<file path="config.mk">
export PLATFORM = sky130hd
export DESIGN_NAME = ptse_front
export DESIGN_NICKNAME = d
export VERILOG_FILES = /design/src/hdl/ptse_pkg.sv /design/src/hdl/ptse_front.sv
export SDC_FILE = /design/constraint.sdc
export NUM_CORES = 1
export LEC_CHECK = 0
export BUFFER_PORTS_ARGS = -buffer_cell sky130_fd_sc_hd__buf_2
export CAP_MARGIN = 20
export CORE_ASPECT_RATIO = 0.7
export CORE_MARGIN = 2
export CORE_UTILIZATION = 40
export CTS_CLUSTER_DIAMETER = 30
export DETAILED_ROUTE_END_ITERATION = 12
export GPL_TIMING_DRIVEN = 0
export PLACE_DENSITY = 0.69
export SYNTH_ARGS = -nofsm -noshare
export SYNTH_HDL_FRONTEND = slang
export SYNTH_SLANG_ARGS = --single-unit
export TNS_END_PERCENT = 5
</file>
<file path="constraint.sdc">
create_clock -name aclk -period 5.45 [get_ports aclk]
set_clock_uncertainty 0.05 [all_clocks]
set_input_delay 0.2725 -clock aclk [delete_from_list [all_inputs] [get_ports aclk]]
set_output_delay 0.2725 -clock aclk [all_outputs]
set_load 0.03 [all_outputs]
</file>
<file path="src/hdl/ptse_pkg.sv">
`timescale 1ns / 1ps
`default_nettype none
package ptse_pkg;

    localparam int unsigned NUM_PEERS_DEF = 256;
    localparam int unsigned HIST_BINS_DEF = 66;
    localparam int unsigned PEER_W        = 8;
    localparam int unsigned SIZE_W        = 64;
    localparam int unsigned CNT_W         = 64;
    localparam int unsigned SEL_W         = 7;
    localparam int unsigned BIN_W         = 7;
    localparam int unsigned CMD_W         = 3;
    localparam int unsigned MODE_W        = 2;

    localparam logic [CMD_W-1:0] CMD_SEND      = 3'd0;
    localparam logic [CMD_W-1:0] CMD_RECV      = 3'd1;
    localparam logic [CMD_W-1:0] CMD_READ      = 3'd2;
    localparam logic [CMD_W-1:0] CMD_READ_CLR  = 3'd3;
    localparam logic [CMD_W-1:0] CMD_CLEAR_ALL = 3'd4;

    localparam logic [MODE_W-1:0] MODE_OFF    = 2'd0;
    localparam logic [MODE_W-1:0] MODE_FILTER = 2'd1;

    // Operations handed from the front to the back.
    typedef enum logic [2:0] {
        OP_SEND_PLAIN,
        OP_SEND_INT,
        OP_RECV,
        OP_READ,
        OP_READ_CLR,
        OP_READ_CLR_INT,
        OP_READ_NULL,
        OP_CLEAR_ALL
    } op_t;

    typedef struct packed {
        op_t               op;
        logic [PEER_W-1:0] peer;
        logic [SIZE_W-1:0] size;
        logic [BIN_W-1:0]  bin;
        logic              bin_ok;
    } cmd_t;

    // Bin: 0 for zero, else leading-one position plus one.
    function automatic logic [BIN_W-1:0] size_bin(input logic [SIZE_W-1:0] s);
        logic [BIN_W-1:0] r;
        r = '0;
        for (int i = 0; i < SIZE_W; i++) begin
            if (s[i]) r = BIN_W'(i + 1);
        end
        return r;
    endfunction

endpackage
`default_nettype wire

</file>
<file path="src/hdl/ptse_front.sv">
`timescale 1ns / 1ps
`default_nettype none
module ptse_front #(
    parameter int unsigned NUM_PEERS = ptse_pkg::NUM_PEERS_DEF,
    parameter int unsigned HIST_BINS = ptse_pkg::HIST_BINS_DEF
) (
    input  wire logic                         aclk,
    input  wire logic                         aresetn,
    input  wire logic [ptse_pkg::MODE_W-1:0]  mode,
    input  wire logic                         in_valid,
    output logic                              in_ready,
    input  wire logic [ptse_pkg::CMD_W-1:0]   command,
    input  wire logic [ptse_pkg::PEER_W-1:0]  peer,
    input  wire logic [ptse_pkg::SIZE_W-1:0]  msg_len,
    input  wire logic                         tag_negative,
    input  wire logic [ptse_pkg::SEL_W-1:0]   bin_select,
    output logic                              cmd_valid,
    input  wire logic                         cmd_ready,
    output ptse_pkg::cmd_t                    cmd
);
    import ptse_pkg::*;

    localparam int unsigned QD = 2;

    cmd_t q_reg [QD];
    logic [1:0] cnt_reg, cnt_next;
    logic       wp_reg, rp_reg;
    cmd_t       cls;
    logic       keep;
    logic       peer_ok;
    logic [BIN_W-1:0] b;

    assign in_ready  = (cnt_reg != 2'(QD));
    assign cmd_valid = (cnt_reg != 2'd0);
    assign cmd       = q_reg[rp_reg];

    // Classify one item into a back-end operation.
    always_comb begin
        peer_ok    = (32'(peer) < NUM_PEERS);
        b          = size_bin(msg_len);
        if (32'(b) >= HIST_BINS) b = BIN_W'(HIST_BINS - 1);
        cls.peer   = peer;
        cls.size   = msg_len;
        cls.bin    = (command == CMD_SEND) ? b : bin_select;
        cls.bin_ok = (32'(bin_select) < HIST_BINS);
        cls.op     = OP_READ_NULL;
        keep       = 1'b0;
        unique case (command)
            CMD_SEND: begin
                keep   = (mode != MODE_OFF) && peer_ok;
                cls.op = (tag_negative && mode == MODE_FILTER) ? OP_SEND_INT
                                                                : OP_SEND_PLAIN;
            end
            CMD_RECV: begin
                keep   = (mode != MODE_OFF) && peer_ok;
                cls.op = OP_RECV;
            end
            CMD_READ: begin
                keep   = 1'b1;
                cls.op = peer_ok ? OP_READ : OP_READ_NULL;
            end
            CMD_READ_CLR: begin
                keep   = 1'b1;
                cls.op = !peer_ok ? OP_READ_NULL :
                         (mode == MODE_FILTER) ? OP_READ_CLR_INT : OP_READ_CLR;
            end
            CMD_CLEAR_ALL: begin
                keep   = 1'b1;
                cls.op = OP_CLEAR_ALL;
            end
            default: keep = 1'b0;
        endcase
    end

    logic push, pop;
    assign push = in_valid && in_ready && keep;
    assign pop  = cmd_valid && cmd_ready;
    always_comb cnt_next = cnt_reg + 2'(push) - 2'(pop);

    always_ff @(posedge aclk) begin
        if (!aresetn) begin
            cnt_reg <= '0;
            wp_reg  <= 1'b0;
            rp_reg  <= 1'b0;
        end else begin
            cnt_reg <= cnt_next;
            if (push) wp_reg <= ~wp_reg;
            if (pop)  rp_reg <= ~rp_reg;
        end
        if (push) q_reg[wp_reg] <= cls;
    end

endmodule
`default_nettype wire

</file>
# Yosys cells after proc, flatten, opt, wreduce, memory -nomap -nowiden
# Memory sizes are Yosys's and may differ from the RTL's. A register that Yosys moved wholly into a read port is not among the register bits.
# Cells that the tools add are included.
# W data, S select, Z words.
[totals] regBits=4 mem_bits_rw=166 output_inout_bits=85 wordCells=99 n_memories=1
[mem_list] memory="q_reg" words=2 word_bits=83 read_ports=1 rd_ports_with_merged_regs=1 wr=1 line_no="ptse_front.sv:25" source="cmd_t q_reg [QD];"
[op_classes] add_sub_neg=2 magnitude_cmp=2 n_eq_ne=6 muxes=74 n_bitwise=2 reduce_logical=9
[op_table] op="$mux W7" n=63
[op_table] op="$pmux W3 S5" n=1
[op_table] op="$ge A7 B7 Y1 const B" n=1
[op_table] op="$lt A7 B7 Y1 const B" n=1
[op_table] op="$mux W1" n=7
[op_table] op="$eq A3 B2 Y1 const B" n=2
[op_table] op="$logic_and A1 B1 Y1" n=4
[op_table] op="$mux W2" n=2
[op_table] op="$reduce_bool A2 Y1" n=2
[op_table] op="$eq A3 B1 Y1 const B" n=1
[op_table] op="$eq A3 B3 Y1 const B" n=1
[op_table] op="$logic_not A3 Y1" n=1
[op_table] op="$reduce_or A3 Y1" n=1
[op_table] op="$add A2 B1 Y2" n=1
[op_table] op="$eq A2 B1 Y1 const B" n=1
[op_table] op="$ne A2 B2 Y1 const B" n=1
[op_table] op="$not A1 Y1" n=2
[op_table] op="$pmux W1 S2" n=1
[op_table] op="$reduce_or A2 Y1" n=1
[op_table] op="$sub A2 B1 Y2" n=1

# Depth between registers and ports, before layout
[logic_depth] ltp_word=67 mapped_depth=10 depth_no_buf=10

# Least setup slack after synthesis
# OpenSTA, ideal clock, no wires.
[synth_timing] kind="register -> register" from="reg cnt_reg[0]" to="mem q_reg[0][0] in the netlist's numbering (enable)" arrival_ns=4.333 setup_slack_ns=0.540 path_stages_with_launch=4 synth_period_minus_slack_ns=4.910 cell_sequence="dfxtp_1 -> nand2b_1 -> nand3_1 -> nor2_1"
[synth_via] elab_chain_len=5
[synth_rtl] item="from (decl)" line_no="ptse_front.sv:26" source="logic [1:0] cnt_reg, cnt_next;"
[synth_rtl] item="from (signal assigned)" line_no="ptse_front.sv:86" source="cnt_reg <= cnt_next;"
[synth_rtl] item="$ne A2 B2 Y1" line_no="ptse_front.sv:33" source="assign in_ready = (cnt_reg != 2'(QD));"
[synth_rtl] item="via in_ready" line_no="ptse_front.sv:11" source="output logic in_ready,"
[synth_rtl] item="$logic_and A1 B1 Y1 (2 in series)" line_no="ptse_front.sv:76" source="assign push = in_valid && in_ready && keep;"
[synth_rtl] item="$mux W1" line_no="ptse_front.sv:90" source="if (push) q_reg[wp_reg] <= cls;"
[synth_rtl] item="$mux W1 (not written as such)" line_no="ptse_front.sv:90"
[synth_rtl] item="to (decl)" line_no="ptse_front.sv:25"
# The timed path passes the listed nets, and every way through them passes these cells.

==> key figures <==
Outcome
  – Status: complete, no violations

Die
  – DIE HEIGHT: 116 um
  – Die area: 0.0189 mm^2
  – Starting density of the core: approximately 40%
  – I/O pin count: about 170
  – Site row count: 40
  – Core area: 0.0173 mm^2
  – Die width: roughly 160 um

Layout
  – Post-layout util: about 52%
  – Design Area, Final: 0.00902 mm^2
  – Antenna diodes: 0
  – Fill cell count: 1492
  – Max reg flops: ~170
  – Share of cells above drive strength 1: 45.3%
  – Nets: 747
  – Area Overhead vs Synth: 26.7%

Global routing
  – Initial antenna violation count: 0
  – Vias in the first global route: between 4000 and 5000
  – Total track usage: 17.4%
  – Global-route wire length before repair: 24500 um
  – Total grt overflow: 0
  – Pin count of the biggest net entering global routing: 34

Setup path
  – Buf/Inv on CP: 3
  – CP top delay family: buffers and inverters
  – CP dominant cell by count: buf_2
  – Crit path DAT: between 2 and 2.5 ns
  – Crit path cell chain: clkbuf_1, buf_2, mux2_2, buf_2
  – CP max-delay cell: clkbuf_1
  – Max FO, Critical Path: 10
  – Max incr delay on CP: 0.51 ns
  – CP startpoint kind: register
  – RR Endpoint: q_reg[1][58]
  – Reg2reg path depth: 4
  – CP Depth: 4
  – Required time worst endpoint: 5.13 ns
  – Worst flop-to-flop path startpoint: cnt_reg[0]
  – CP Class: reg -> out
  – FF-to-FF setup slack: 3.29 ns
  – Crit end category: output pin

Detailed routing
  – Final WL: approximately 16000 um
  – DRT Pass-1 Iters: 4
  – Routed Antenna Nets: 0
  – 1st-iter DRT viols: 301
  – Number of remaining DRC errors: 0
  – DR vias/cell: a little over 5
  – DR WL/cell: between 15 and 20 um
  – Vias: 4618

Yosys
  – Yosys cell types: 45
  – Mean Syn Cell Area: 15.8 um^2
  – Synth Cell Area: ~0.0071 mm^2
  – Synth Instances: 451
  – Cell taking the most area after synthesis: edfxtp_1
  – Flops & latches, synth: 171
  – Post-synth top flop: edfxtp_1
  – Seq/Total Area, Yosys: between 70% and 80%
  – Synth Net Count: 542
  – Synth warn: 0
  – Post-synth EDFFs: 166
  – Synth top area cells: edfxtp_1 70%, mux2_2 13%, nor2_1 1.4%
  – Most frequent cell after synthesis: edfxtp_1
  – Most common library cells after synthesis: 166 x edfxtp_1, 83 x mux2_2, 27 x nor2_1
  – FFs w/ async S/R, synth: 0%
  – Post-synth top area share: a little over two thirds

Timing
  – Final Hold Viols: 0
  – Final setup violation count: 0
  – Slew headroom: a little over 40%
  – Post-Route Setup TNS: 0 ns
  – Period utilization: between 40% and 50%
  – Max Clk Rate: 394 MHz
  – Measured slew at the worst slew-check pin: 0.888 ns
  – RSZ-0062 raised after global routing: no
  – Min Tclk post-route: roughly 2.5 ns
  – Max Slew Vio Count: 0

Placed design
  – Placer congestion estimate: ~0.77
  – Placed cell areas: 0.00837 mm^2
  – Port buffer count: between 150 and 200
  – Detail Placement HPWL: 11700 um

Clock network
  – Reg clk slew, reported paths: 0.06 ns
  – Postcts setup bufs: 0
  – CTS Sinks: 171
  – Clk_lat worst skew: 0.42 ns
  – TritonCTS buffer count: 17
  – H-Tree Depth: 4
  – CTS root buf: clkbuf_16
  – CTS tree: yes
  – CTS Buffer Depth: 2

Pwr
  – Sequential Power Share: ~41%
  – Switch share: 31.5%
  – Peak supply drop: between 0.2 and 0.25 mV
  – Pleak: 3.28 nW
  – Cell internal pwr: 2.63 mW
  – Logic pwr share: between 20 and 30%
  – Pwr/cell area: between 400 and 500 mW/mm^2
  – P_sw: 1.21 mW
  – Clock Power Share: 30.2%

Run
  – Max-cap check violation count: 0

Worst hold path
  – Hold_sp: msg_len[0]
  – WHS Path Cells: 1
  – WHS Endpoint: q_reg[1][8]
  – Hold Path Class: in -> reg
cell families (layout without fill, tap and decap cells):
| group | after synthesis | in the layout | synth area share [%] |
|---|---|---|---|
| compound gates | 61 | 61 | 5.45 |
| xor+xnor | 3 | 3 | 0.369 |
| fa+ha+maj | 2 | 2 | 0.351 |
| buf+inv | 27 | 245 | 1.81 |
| flops | 171 | 171 | 71.4 |
| mux | 83 | 83 | 13.1 |
| simple gates | 104 | 104 | 7.45 |
cell type report:
cell class | count | area, um^2 | area share, %
flip-flops and latches | 171 | 5080 | 56.4
multi-input cells | 253 | 1920 | 21.3
repair buffers | 186 | 1040 | 11.5
clock buffers | 20 | 437 | 4.84
well taps | 231 | 289 | 3.21
clock inverters | 12 | 123 | 1.36
plain buffers | 11 | 68.8 | 0.763
inverters | 16 | 60.1 | 0.666
stage by stage:
stage | hold slack [ns] | total power, mW | setup WS (ns) | instances
finish | 0.0222 | 3.84 | 2.91 | 900
global route | 0.00142 | 3.99 | 2.76 | 900
CTS | 0.00286 | 3.87 | 2.84 | 900
detailed placement | 0.418 | 2.71 | 2.92 | 859
global placement | 0.413 | 2.70 | -1.43 | 855
floorplan | 0.321 | 2.39 | 0.540 | 451
layer usage:
metal | GRT usage [%] | wire length [um] | vias to the layer above
met5 | 0 | 0 | -
met4 | 6.43 | 235 | 0
met3 | 5.62 | 1360 | 18
met2 | 26.5 | 7240 | 174
met1 | 23.6 | 7500 | 2258
li1 | - | - | 2168
repair_timing:
| action | in CTS | in global routing |
|---|---|---|
| endpoints found under the hold margin | 18 | 0 |
| hold buffers | 9 | 0 |
| resized for setup | 0 | 0 |
cells in the final DEF (no fill, tap or decap), drive strengths merged, types with 2 or more instances in the layout:
master / n
clkinv: 6
and3: 2
dfxtp: 5
or4: 3
xnor2: 3
nor3: 15
mux2: 83
bufinv: 2
edfxtp: 166
nand3: 9
inv: 18
a31oi: 4
nor2b: 3
nand2b: 3
nor4: 12
clkinvlp: 2
o31a: 2
dlygate4sd3: 9
ha: 2
a211oi: 4
nor2: 27
o21a: 3
buf: 185
a21oi: 17
o221ai: 2
o31ai: 5
nand2: 20
clkbuf: 22
or2: 2
o21ai: 17
and2: 4
worst reg2reg max path, cell delays in order, from the launching register on:
cell,delay (ns)
dfxtp_1,0.35
nand2b_1,0.16
nand3_1,0.22
nor2_4,0.74
buf_12,0.30
power groups by stage:
stage               clock [mW]  combinational, mW  sequential, mW
floorplan                    0              0.764            1.62
global placement             0               1.06            1.63
detailed placement           0               1.09            1.62
CTS                       1.18               1.10            1.59
global route              1.23               1.16            1.60
finish                    1.16               1.09            1.59
worst max-delay path by stage:
stage,to
finish,cmd[51]
global route,cmd[13]
CTS,cmd[51]
detailed placement,q_reg[1][2]
global placement,q_reg[0][26]
floorplan,q_reg[0][0]
(Power assumes the default switching activity.)
